[src/rtl/core/hrs_pkg.sv]
// Shared types, constants and orientation tables of the Hilbert rectangle scan generator.
`default_nettype none

package hrs_pkg;

  // Default log2 of the largest rectangle side
  localparam int unsigned MAX_DIM_LOG2_DEF = 10;

  // Configuration port
  localparam int unsigned CFG_DATA_W = 11;
  localparam int unsigned CFG_IDX_W  = 2;
  localparam logic [CFG_IDX_W-1:0] REG_HEIGHT = 2'd0;
  localparam logic [CFG_IDX_W-1:0] REG_WIDTH  = 2'd1;

  // Orientation and quadrant codes
  localparam int unsigned ORIENT_W = 2;
  localparam int unsigned CHILD_W  = 3;   // holds 0..4, 4 = all children visited
  localparam logic [ORIENT_W-1:0] ORIENT_ROOT = 2'd0;
  localparam logic [CHILD_W-1:0]  CHILD_FIRST = 3'd0;

  // Quadrant code: bit 0 = right half, bit 1 = bottom half
  localparam logic [1:0] QUAD_TL = 2'd0;
  localparam logic [1:0] QUAD_TR = 2'd1;
  localparam logic [1:0] QUAD_BL = 2'd2;
  localparam logic [1:0] QUAD_BR = 2'd3;

  // Visiting order of the quadrants for each orientation
  localparam logic [1:0] QUAD_TAB [4][4] = '{
    '{QUAD_TL, QUAD_BL, QUAD_BR, QUAD_TR},
    '{QUAD_BR, QUAD_BL, QUAD_TL, QUAD_TR},
    '{QUAD_BR, QUAD_TR, QUAD_TL, QUAD_BL},
    '{QUAD_TL, QUAD_TR, QUAD_BR, QUAD_BL}
  };

  // Orientation handed to each visited child
  localparam logic [ORIENT_W-1:0] ORIENT_TAB [4][4] = '{
    '{2'd3, 2'd0, 2'd0, 2'd1},
    '{2'd2, 2'd1, 2'd1, 2'd0},
    '{2'd1, 2'd2, 2'd2, 2'd3},
    '{2'd0, 2'd3, 2'd3, 2'd2}
  };

  // Controller to datapath
  typedef struct packed {
    logic load_root;   // reload the root region from the size registers
    logic step;        // perform one traversal step
  } cmd_t;

  // Datapath to controller
  typedef struct packed {
    logic emit;        // the current step yields an item (point or end mark)
    logic out_free;    // output register can take an item this cycle
  } sts_t;

endpackage

`default_nettype wire

[src/rtl/core/hilbert_rectangle_scan_generator.sv]
// Top level of the Hilbert rectangle scan generator.
//
//   channel  direction  handshake             payload
//   in       input      in_valid / in_stall   restart
//   out      output     out_valid / out_stall point_x, point_y, at_end
//   cfg      input      cfg_en                cfg_index, cfg_data
//
// A request is accepted first, then the walk takes one traversal step per cycle
// (descend into a quadrant, climb one level, or issue the item); a step that
// issues an item waits for a free output register. A point takes more steps
// where the walk climbs and descends past empty quadrants.
// Synchronous reset loads a 1024 by 1024 rectangle, capped at the largest side;
// no restart is needed first.
// A full output register holds the walk until out_stall drops.
`default_nettype none

module hilbert_rectangle_scan_generator #(
  parameter int unsigned MAX_DIM_LOG2 = hrs_pkg::MAX_DIM_LOG2_DEF
) (
  input  wire logic                           clk,
  input  wire logic                           rst,
  input  wire logic                           cfg_en,
  input  wire logic [hrs_pkg::CFG_IDX_W-1:0]  cfg_index,
  input  wire logic [hrs_pkg::CFG_DATA_W-1:0] cfg_data,
  input  wire logic                           in_valid,
  output logic                                in_stall,
  input  wire logic                           restart,
  output logic                                out_valid,
  input  wire logic                           out_stall,
  output logic [MAX_DIM_LOG2-1:0]             point_x,
  output logic [MAX_DIM_LOG2-1:0]             point_y,
  output logic                                at_end
);

  hrs_pkg::cmd_t cmd;
  hrs_pkg::sts_t sts;

  hrs_ctrl u_ctrl (
    .clk      (clk),
    .rst      (rst),
    .in_valid (in_valid),
    .in_stall (in_stall),
    .restart  (restart),
    .sts      (sts),
    .cmd      (cmd)
  );

  hrs_datapath #(
    .MAX_DIM_LOG2 (MAX_DIM_LOG2)
  ) u_datapath (
    .clk       (clk),
    .rst       (rst),
    .cfg_en    (cfg_en),
    .cfg_index (cfg_index),
    .cfg_data  (cfg_data),
    .cmd       (cmd),
    .sts       (sts),
    .out_valid (out_valid),
    .out_stall (out_stall),
    .point_x   (point_x),
    .point_y   (point_y),
    .at_end    (at_end)
  );

endmodule

`default_nettype wire

[src/rtl/core/hrs_ctrl.sv]
// Sequencing state machine: accepts a request, then steps the traversal until an item is issued.
`default_nettype none

module hrs_ctrl (
  input  wire logic          clk,
  input  wire logic          rst,
  input  wire logic          in_valid,
  output logic               in_stall,
  input  wire logic          restart,
  input  wire hrs_pkg::sts_t sts,
  output hrs_pkg::cmd_t      cmd
);

  typedef enum logic [1:0] {
    ST_IDLE = 2'b01,
    ST_WALK = 2'b10
  } state_t;

  state_t state;
  state_t state_next;
  logic   accept;

  assign in_stall = (state != ST_IDLE);
  assign accept   = in_valid && (state == ST_IDLE);

  // Commands: stall the walk while a result waits for a full output register
  always_comb begin
    cmd.load_root = accept && restart;
    cmd.step      = (state == ST_WALK) && (!sts.emit || sts.out_free);
  end

  // Next state
  always_comb begin
    state_next = state;
    case (state)
      ST_IDLE: begin
        if (accept) state_next = ST_WALK;
      end
      ST_WALK: begin
        if (sts.emit && sts.out_free) state_next = ST_IDLE;
      end
      default: state_next = ST_IDLE;
    endcase
  end

  always_ff @(posedge clk) begin
    if (rst) begin
      state <= ST_IDLE;
    end else begin
      state <= state_next;
    end
  end

endmodule

`default_nettype wire

[src/rtl/core/hrs_datapath.sv]
// Traversal stack, size registers, one-step walk logic and output register.
`default_nettype none

module hrs_datapath #(
  parameter int unsigned MAX_DIM_LOG2 = hrs_pkg::MAX_DIM_LOG2_DEF
) (
  input  wire logic                           clk,
  input  wire logic                           rst,
  input  wire logic                           cfg_en,
  input  wire logic [hrs_pkg::CFG_IDX_W-1:0]  cfg_index,
  input  wire logic [hrs_pkg::CFG_DATA_W-1:0] cfg_data,
  input  wire hrs_pkg::cmd_t                  cmd,
  output hrs_pkg::sts_t                       sts,
  output logic                                out_valid,
  input  wire logic                           out_stall,
  output logic [MAX_DIM_LOG2-1:0]             point_x,
  output logic [MAX_DIM_LOG2-1:0]             point_y,
  output logic                                at_end
);

  localparam int unsigned CW      = MAX_DIM_LOG2 + 1;
  localparam int unsigned LEVELS  = MAX_DIM_LOG2 + 1;
  localparam int unsigned DEPTH_W = $clog2(LEVELS);
  localparam int unsigned MAX_DIM = 1 << MAX_DIM_LOG2;
  localparam int unsigned RST_DIM = (1024 > MAX_DIM) ? MAX_DIM : 1024;
  localparam logic [DEPTH_W-1:0] TOP_LEVEL = DEPTH_W'(LEVELS - 1);

  // Size registers
  logic [CW-1:0] rect_height;
  logic [CW-1:0] rect_width;
  logic [CW-1:0] cfg_dim;

  // Traversal stack, one level per entry
  logic [CW-1:0]                   yi_s [LEVELS];
  logic [CW-1:0]                   yj_s [LEVELS];
  logic [CW-1:0]                   xi_s [LEVELS];
  logic [CW-1:0]                   xj_s [LEVELS];
  logic [hrs_pkg::ORIENT_W-1:0]    orient_s [LEVELS];
  logic [hrs_pkg::CHILD_W-1:0]     child_s [LEVELS];
  logic [DEPTH_W-1:0]              stack_depth;
  logic                            finished;

  // Walk signals
  logic [CW-1:0]                   top_yi, top_yj, top_xi, top_xj;
  logic [hrs_pkg::ORIENT_W-1:0]    top_orient;
  logic [hrs_pkg::CHILD_W-1:0]     top_child;
  logic [CW-1:0]                   h, w, my, mx;
  logic [CW-1:0]                   c_yi, c_yj, c_xi, c_xj;
  logic [1:0]                      quad;
  logic [hrs_pkg::ORIENT_W-1:0]    c_orient;
  logic [DEPTH_W-1:0]              depth_inc;
  logic                            is_empty, is_unit, is_done;
  logic                            emit, do_pop, do_desc, can_push;

  // Saturate a written size to the largest side
  always_comb begin
    if (32'(cfg_data) > 32'(MAX_DIM)) begin
      cfg_dim = CW'(MAX_DIM);
    end else begin
      cfg_dim = CW'(cfg_data);
    end
  end

  always_ff @(posedge clk) begin
    if (rst) begin
      rect_height <= CW'(RST_DIM);
      rect_width  <= CW'(RST_DIM);
    end else if (cfg_en) begin
      if (cfg_index == hrs_pkg::REG_HEIGHT) rect_height <= cfg_dim;
      if (cfg_index == hrs_pkg::REG_WIDTH)  rect_width  <= cfg_dim;
    end
  end

  // Read the top level
  assign top_yi     = yi_s[stack_depth];
  assign top_yj     = yj_s[stack_depth];
  assign top_xi     = xi_s[stack_depth];
  assign top_xj     = xj_s[stack_depth];
  assign top_orient = orient_s[stack_depth];
  assign top_child  = child_s[stack_depth];

  // Classify the top region and pick the next child
  always_comb begin
    h         = top_yj - top_yi;
    w         = top_xj - top_xi;
    my        = top_yi + (h >> 1);
    mx        = top_xi + (w >> 1);
    is_empty  = (h == '0) || (w == '0);
    is_unit   = (h == CW'(1)) && (w == CW'(1));
    is_done   = top_child[2];
    emit      = finished || (!is_empty && is_unit);
    do_pop    = !finished && (is_empty || is_unit || is_done);
    do_desc   = !finished && !is_empty && !is_unit && !is_done;
    quad      = hrs_pkg::QUAD_TAB[top_orient][top_child[1:0]];
    c_orient  = hrs_pkg::ORIENT_TAB[top_orient][top_child[1:0]];
    c_yi      = quad[1] ? my : top_yi;
    c_yj      = quad[1] ? top_yj : my;
    c_xi      = quad[0] ? mx : top_xi;
    c_xj      = quad[0] ? top_xj : mx;
    depth_inc = stack_depth + 1'b1;
    can_push  = (stack_depth != TOP_LEVEL);
  end

  assign sts.emit     = emit;
  assign sts.out_free = !out_valid || !out_stall;

  // Stack storage: root reload, child advance and push
  always_ff @(posedge clk) begin
    if (rst || cmd.load_root) begin
      yi_s[0]     <= '0;
      yj_s[0]     <= rst ? CW'(RST_DIM) : rect_height;
      xi_s[0]     <= '0;
      xj_s[0]     <= rst ? CW'(RST_DIM) : rect_width;
      orient_s[0] <= hrs_pkg::ORIENT_ROOT;
      child_s[0]  <= hrs_pkg::CHILD_FIRST;
    end else if (cmd.step && do_desc) begin
      child_s[stack_depth] <= top_child + 1'b1;
      if (can_push) begin
        yi_s[depth_inc]     <= c_yi;
        yj_s[depth_inc]     <= c_yj;
        xi_s[depth_inc]     <= c_xi;
        xj_s[depth_inc]     <= c_xj;
        orient_s[depth_inc] <= c_orient;
        child_s[depth_inc]  <= hrs_pkg::CHILD_FIRST;
      end
    end
  end

  // Depth and end flag
  always_ff @(posedge clk) begin
    if (rst || cmd.load_root) begin
      stack_depth <= '0;
      finished    <= 1'b0;
    end else if (cmd.step) begin
      if (do_pop) begin
        if (stack_depth == '0) finished <= 1'b1;
        else stack_depth <= stack_depth - 1'b1;
      end else if (do_desc && can_push) begin
        stack_depth <= depth_inc;
      end
    end
  end

  // Output register
  always_ff @(posedge clk) begin
    if (rst) begin
      out_valid <= 1'b0;
    end else if (cmd.step && emit) begin
      out_valid <= 1'b1;
    end else if (!out_stall) begin
      out_valid <= 1'b0;
    end
  end

  always_ff @(posedge clk) begin
    if (cmd.step && emit) begin
      point_x <= finished ? '0 : top_xi[MAX_DIM_LOG2-1:0];
      point_y <= finished ? '0 : top_yi[MAX_DIM_LOG2-1:0];
      at_end  <= finished;
    end
  end

endmodule

`default_nettype wire
[config.mk]
export PLATFORM = sky130hd
export DESIGN_NAME = hilbert_rectangle_scan_generator
export DESIGN_NICKNAME = d
export VERILOG_FILES = /design/src/rtl/core/hrs_pkg.sv /design/src/rtl/core/hilbert_rectangle_scan_generator.sv /design/src/rtl/core/hrs_ctrl.sv /design/src/rtl/core/hrs_datapath.sv
export SDC_FILE = /design/constraint.sdc
export NUM_CORES = 1
export LEC_CHECK = 0
export ABC_CLOCK_PERIOD_IN_PS = 30300
export BUFFER_PORTS_ARGS = -buffer_cell sky130_fd_sc_hd__buf_2
export CAP_MARGIN = 10
export CORE_MARGIN = 3
export CORE_UTILIZATION = 54
export CTS_CLUSTER_SIZE = 20
export DETAILED_ROUTE_END_ITERATION = 16
export GPL_TIMING_DRIVEN = 0
export PLACE_DENSITY = 0.7
export SETUP_SLACK_MARGIN = 0.02
export SLEW_MARGIN = 5
export SYNTH_ARGS = -nofsm -noshare
export SYNTH_HDL_FRONTEND = slang
export SYNTH_SLANG_ARGS = --single-unit
export TNS_END_PERCENT = 30
[constraint.sdc]
create_clock -name clk -period 30.3 [get_ports clk]
set_input_delay 1.515 -clock clk [delete_from_list [all_inputs] [get_ports clk]]
set_output_delay 1.515 -clock clk [all_outputs]
set_load 0.02 [all_outputs]
==> results of run 1 <==
## through the flow
stage / instance area [um2] / setup WS, ns
6_report: 29800 / 20.70
2_1_floorplan: 26200 / 20.00
3_3_place_gp: 27200 / 13.48
4_1_cts: 29700 / 20.69
3_5_place_dp: 27800 / 20.76
5_1_grt: 29700 / 20.21
## critical path: stages (launching register included)
cell	delay, ns
dfxtp_1	0.50
buf_2	0.37
buf_1	0.66
clkbuf_1	0.88
clkbuf_1	0.65
mux4_2	0.42
mux2i_1	0.14
nor2_1	0.06
a21oi_1	0.54
inv_1	0.21
ha_1	0.30
fa_1	0.44
nor2b_1	0.12
o21ai_0	0.15
a21oi_1	0.29
nor3_1	0.11
o221ai_1	0.49
nor2_1	0.18
and3_1	0.28
a2bb2o_4	0.20
buf_2	0.20
nand4_2	0.22
buf_4	0.28
buf_4	0.20
nor4_2	0.66
buf_4	0.30
buf_4	0.20
buf_4	0.20
## where the power goes
group / internal [mW] / switching, mW
combinational: 0.0726 / 0.121
sequential: 0.889 / 0.00188
clock: 0.429 / 0.303
total: 1.39 / 0.425
## sequential cells by signal, summed over array words and instances (netlist names), 2 cells and up, named ones only
name and flops:
u_datapath.xi_s 121, u_datapath.xj_s 121, u_datapath.yi_s 121, u_datapath.yj_s 121, u_datapath.child_s 33, u_datapath.orient_s 22, u_datapath.rect_height 11, u_datapath.rect_width 11
u_datapath.point_x 10, u_datapath.point_y 10, u_datapath.stack_depth 4, u_ctrl.state 2
## worst min-delay path by stage
| stage | startpoint | end | slack (ns) | cells past startpoint |
|---|---|---|---|---|
| after floorplan | u_datapath.rect_height[9] | u_datapath.rect_height[9] | 0.44 | 2 |
| after global placement | u_datapath.rect_width[9] | u_datapath.rect_width[9] | 0.44 | 2 |
| after detailed placement | u_datapath.rect_height[5] | u_datapath.rect_height[5] | 0.45 | 2 |
| after CTS | u_datapath.rect_height[5] | u_datapath.rect_height[5] | 0.46 | 2 |
| after global routing | u_datapath.rect_height[5] | u_datapath.rect_height[5] | 0.49 | 2 |
| final | u_datapath.rect_height[5] | u_datapath.rect_height[5] | 0.46 | 2 |
## area by class of cell
cell class | count | area [um2]
Fill cell | 3533 | 18100
Sequential cell | 594 | 17200
Multi-Input combinational cell | 981 | 8500
Clock buffer | 81 | 1720
Tap cell | 615 | 769
Timing Repair Buffer | 82 | 737
Buffer | 93 | 415
Clock inverter | 28 | 239
Inverter | 53 | 199
Antenna cell | 1 | 2.50
## cells by family after synthesis
logic type	share of synthesized area, %
XOR/XNOR	1.36
multiplexers	14.8
flip-flops	65.5
AO/OA/AOI/OAI	6.57
adder cells (fa/ha/maj)	2.60
buffers and inverters	2.34
AND/OR/NAND/NOR	6.81
## cell usage after synthesis (6+ instances only)
cell	instances	area [um2]
nand2b_1	13	81.3
and3_1	6	37.5
and2_1	6	37.5
mux2i_1	118	1180
o21ai_1	9	45.0
nor3_1	18	90.1
a31oi_1	7	43.8
nand4_1	9	56.3
o21a_1	8	60.1
nand2_1	108	405
dfxtp_1	67	1340
nor2b_1	15	93.8
xor2_1	11	96.3
buf_1	13	48.8
nor4_2	8	100
a22oi_1	10	75.1
inv_1	53	199
mux2_2	17	191
clkbuf_1	47	176
a31o_2	6	52.6
a21o_1	6	45.0
mux4_2	111	2500
buf_2	26	130
a21oi_1	115	576
xnor2_1	24	210
ha_1	48	601
a31o_1	13	114
edfxtp_1	527	15800
o21bai_1	10	75.1
o21ai_0	42	210
nand3_1	15	75.1
nor2_1	143	537
## routing by layer
metal / global-route usage (%) / vias up / part of all wire, %
li1: - / 6923 / -
met1: 36.9 / 7959 / 43
met2: 41.2 / 606 / 48
met3: 4.23 / 94 / 6.4
met4: 6.56 / 0 / 2.1
met5: 0 / - / 0
==> impl_metrics.py, run 1 <==
metrics = {
    "status": {
        "status": "finished, final reports clean",
    },
    "global_route": {
        "grt_pass1_vias": 15400,
        "grt-ovfl-total": 0,
        "grt_first_pass_wirelength_um": 96300,
        "grt_max_degree": 28,
        "grt_usage_pct": 25.6,
        "antenna_found_initial": 0,
    },
    "detailed_routing": {
        "drc": 0,
        "vias": 15600,
        "drt_pass1_iterations": 7,
        "ant_nets": 0,
        "vias_per_cell": 6.16,
        "drtIter0Drc": 1660,
        "routed_wl_um": 64000,
        "detail_route.wl_per_cell_um": 25.3,
    },
    "place": {
        "port_buffers": 40,
        "dp_hpwl_um": 45100,
        "place_congestion": 0.915,
        "dp.cells": 2417,
    },
    "timing": {
        "post-route-min-period_ns": 9.60,
        "report.final.slew_viol_count": 0,
        "hold_violations": 0,
        "clock_skew_ns": 0.0215,
        "rsz0062_at_grt": "no",
        "relSlewSlack_pct": 26.7,
        "tns_ns": 0,
        "finalCritPeriodShare_pct": 31.7,
        "worst_pin_slew_ns": 1.10,
        "setup_viol": 0,
        "whs_ns": 0.461,
        "max_freq_mhz": 104,
    },
    "critical_path": {
        "crit_fanout": 10,
        "crit_type": "reg2reg",
        "crit_path_end": "u_datapath.xi_s[9][8]",
        "worst-r2r-setup-slack_ns": 20.70,
        "endpoint_kind": "register",
        "r2r-end": "u_datapath.xi_s[9][8]",
        "arrival_ns": 9.91,
        "cp.required_ns": 30.61,
        "worstRegToRegCells": 27,
        "worstSetupStartpointType": "register",
    },
    "synth": {
        "synth.net_count": 1792,
        "synth_ff_type": "edfxtp_1",
        "syn_inst": 1721,
        "ys_warn_count": 0,
        "ys_seq_area_share_pct": 65.5,
        "syn_area_per_cell_um2": 15.2,
        "synth_enable_flop_cells": 527,
        "ys_types": 82,
        "netlist_area_um2": 26200,
        "synthArstFlopShare_pct": 0,
        "ys_ff_latch": 594,
    },
    "floorplanning": {
        "num_io_pins": 42,
        "start_util_pct": 54.8,
        "rows": 80,
        "core_area_um2": 47800,
        "fp.dieH_um": 226,
        "die_area_um2": 51200,
        "die_w_um": 226,
    },
    "layout": {
        "final_cell_mix": "527 x edfxtp_1, 138 x nor2_1, 118 x mux2i_1",
        "nets": 1935,
        "layout_commonest_cell": "edfxtp_1",
        "stdcell_count": 2528,
        "drive_gt1_share_pct": 19.9,
        "final_util_pct": 62.2,
        "syn_to_final_growth_pct": 13.5,
    },
    "cts": {
        "cts_buffer_depth": 3,
        "cts_tree": "done",
        "clk_latency_ns": 0.61,
        "cts.sinks": 594,
        "cts-root-buf": "clkbuf_16",
        "holdBufCountCts": 0,
        "post_cts_buffers": 0,
        "cts_buffers": 59,
        "cts_resized": 0,
        "clkTransAtPathRegs_ns": 0.06,
        "htree_levels": 2,
    },
    "pwr": {
        "finalPower_mw": 1.82,
        "power_density_nw_per_um2": 61.0,
        "irDropWorstVdd_uv": 41.7,
        "cellLeakagePower_nw": 10.4,
    },
    "flow_run": {
        "drv_cap": 0,
    },
    "min_path": {
        "hold_class": "reg2reg",
    },
}
Note: power is estimated with default switching activity, not from simulation.
==> inputs of run 2 (changes only) <==
--- a/config.mk
+++ b/config.mk
@@ -5,7 +5,7 @@
 export SDC_FILE = /design/constraint.sdc
 export NUM_CORES = 1
 export LEC_CHECK = 0
-export ABC_CLOCK_PERIOD_IN_PS = 30300
+export ABC_CLOCK_PERIOD_IN_PS = 7990
 export BUFFER_PORTS_ARGS = -buffer_cell sky130_fd_sc_hd__buf_2
 export CAP_MARGIN = 10
 export CORE_MARGIN = 3
@@ -13,7 +13,7 @@
 export CTS_CLUSTER_SIZE = 20
 export DETAILED_ROUTE_END_ITERATION = 16
 export GPL_TIMING_DRIVEN = 0
-export PLACE_DENSITY = 0.7
+export PLACE_DENSITY = 0.73
 export SETUP_SLACK_MARGIN = 0.02
 export SLEW_MARGIN = 5
 export SYNTH_ARGS = -nofsm -noshare
==> constraint.sdc (replaced) <==
create_clock -name clk -period 7.99 [get_ports clk]
set_input_delay 0.3995 -clock clk [delete_from_list [all_inputs] [get_ports clk]]
set_output_delay 0.3995 -clock clk [all_outputs]
set_load 0.02 [all_outputs]
==> run 2 against run 1 <==
Critical path depth up 1. Largest power group unchanged. Cell count up 0.28%. Worst setup slack worse by 20 ns. Count of clock-buffer cells in the layout down 16.
==> impl_metrics.py, run 2 (synthesis gave the netlist of run 1 again) <==
metrics = {
    "cts": {
        "cts_buffers": 59,
        "cts_tree": "done",
        "clk_latency_ns": 0.62,
        "cts-root-buf": "clkbuf_16",
        "htree_levels": 2,
        "cts_buffer_depth": 3,
        "cts.sinks": 594,
        "clkTransAtPathRegs_ns": 0.06,
    },
    "layout": {
        "drive_gt1_share_pct": 21.4,
        "antenna_cells": 0,
        "design_area_um2": 30100,
        "final_cell_mix": "527 x edfxtp_1, 138 x nor2_1, 118 x mux2i_1",
        "syn_to_final_growth_pct": 14.9,
        "nets": 1945,
        "fill_cells": 3415,
        "layout_commonest_cell": "edfxtp_1",
    },
    "pwr": {
        "pwr-share-comb_pct": 10.5,
        "irDropWorstVdd_uv": 154,
        "netSwitchingFraction_pct": 23.2,
        "cellLeakagePower_nw": 10.6,
        "internal-power_mw": 5.38,
        "p_seq_share_pct": 48.2,
        "netSwitchingPower_mw": 1.63,
        "p_clk_share_pct": 41.3,
        "power_density_nw_per_um2": 233,
    },
    "place": {
        "placed_cell_area_um2": 27800,
        "place_congestion": 0.964,
        "port_buffers": 40,
        "dp_hpwl_um": 44800,
    },
    "detailed_routing": {
        "drtIter0Drc": 1882,
        "drc": 0,
        "routed_wl_um": 64900,
        "drt_pass1_iterations": 7,
        "vias": 15900,
        "detail_route.wl_per_cell_um": 25.6,
        "ant_nets": 0,
        "vias_per_cell": 6.26,
    },
    "timing": {
        "post-route-min-period_ns": 7.68,
        "max_freq_mhz": 130,
        "finalCritPeriodShare_pct": 96.1,
        "rsz0062_at_grt": "no",
        "hold_violations": 0,
        "relSlewSlack_pct": 29.2,
        "setup_viol": 0,
        "report.final.slew_viol_count": 0,
        "clock_skew_ns": 0.0307,
        "worst_pin_slew_ns": 1.06,
        "tns_ns": 0,
    },
    "global_route": {
        "grt_pass1_vias": 15800,
        "grt-ovfl-total": 0,
        "grt_usage_pct": 25.7,
        "antenna_found_initial": 0,
        "grt_first_pass_wirelength_um": 97500,
        "grt_max_degree": 25,
    },
    "floorplanning": {
        "rows": 80,
        "fp.dieH_um": 226,
        "core_area_um2": 47800,
        "die_area_um2": 51200,
        "start_util_pct": 54.8,
        "die_w_um": 226,
        "num_io_pins": 42,
    },
    "critical_path": {
        "cp_slowest_cell": "mux4_2",
        "endpoint_kind": "register",
        "arrival_ns": 8.04,
        "worstSetupStartpointType": "register",
        "crit_type": "reg2reg",
        "worst-r2r-setup-slack_ns": 0.31,
        "worstRegToRegCells": 28,
        "crit_fanout": 19,
        "critical-path-max-stage-delay_ns": 0.54,
        "crit_path_end": "u_datapath.yj_s[10][7]",
        "r2r-end": "u_datapath.yj_s[10][7]",
        "cp.required_ns": 8.36,
    },
    "status": {
        "status": "finished, final reports clean",
    },
    "min_path": {
        "hold_class": "in2reg",
    },
    "flow_run": {
        "drv_cap": 0,
    },
}
-- run 2: how the worst min path moves through the flow --
stage	start	endpoint	cells past startpoint
after global routing	out_stall	u_datapath.out_valid	3
after floorplan	u_datapath.rect_height[9]	u_datapath.rect_height[9]	2
after detailed placement	u_datapath.rect_height[5]	u_datapath.rect_height[5]	2
after global placement	u_datapath.rect_height[3]	u_datapath.rect_height[3]	2
after CTS	cfg_index[1]	u_datapath.rect_height[0]	4
final	cfg_index[1]	u_datapath.rect_height[0]	4
-- run 2: final cells by class --
type / instances / area, um2 / share of cell area, %
Sequential cell: 594 / 17200 / 57.0
Tap cell: 615 / 769 / 2.56
Clock inverter: 42 / 523 / 1.74
Clock buffer: 65 / 1500 / 4.98
Inverter: 53 / 199 / 0.661
Multi-Input combinational cell: 981 / 8590 / 28.5
Buffer: 90 / 458 / 1.52
Timing Repair Buffer: 95 / 900 / 2.99
-- run 2: power by group through the flow --
stage	logic [mW]	clock network (mW)	registers (mW)
final	0.739	2.90	3.38
after global routing	0.793	3.06	3.38
after CTS	0.719	2.93	3.38
after detailed placement	0.711	0	3.44
after global placement	0.694	0	3.44
after floorplan	0.511	0	3.44
-- run 2: worst max-delay path, delay by kind of cell, from the launching register on --
kind | cells | cell delay (ns)
flip-flops | 1 | 0.35
buffers and inverters | 13 | 3.11
multiplexers | 2 | 0.74
adder cells (fa/ha/maj) | 1 | 0.50
AND/OR/NAND/NOR | 7 | 1.64
AO/OA/AOI/OAI | 5 | 1.07
-- run 2: through the flow --
step | cells | hold slack, ns | power, mW | util [%] | setup WS, ns
5_1_grt | 2535 | 0.168 | 7.23 | 62.9 | 0.0209
2_1_floorplan | 1721 | 0.437 | 3.95 | - | -1.05
3_3_place_gp | 2376 | 0.443 | 4.14 | 56.8 | -6.80
3_5_place_dp | 2412 | 0.452 | 4.15 | 58.1 | -1.32
4_1_cts | 2532 | 0.112 | 7.02 | 62.7 | 0.0350
6_report | 2535 | 0.149 | 7.01 | 62.9 | 0.315
-- run 2: what timing repair did --
| item | CTS | global route |
|---|---|---|
| pin swaps | 5 | 1 |
| resized for setup | 25 | 23 |
| buffers inserted | 14 | 4 |
| endpoints found under the setup margin | 1046 | 721 |
| endpoints found under the hold margin | 0 | 0 |
| hold buffers | 0 | 0 |
-- run 2: layer usage --
| metal | vias up | GRT usage (%) | share of wire [%] |
|---|---|---|---|
| met4 | 0 | 7.01 | 2.6 |
| met5 | - | 0 | 0 |
| met3 | 122 | 4.98 | 8.1 |
| li1 | 6941 | - | - |
| met1 | 8119 | 36.6 | 42 |
| met2 | 693 | 41.2 | 48 |
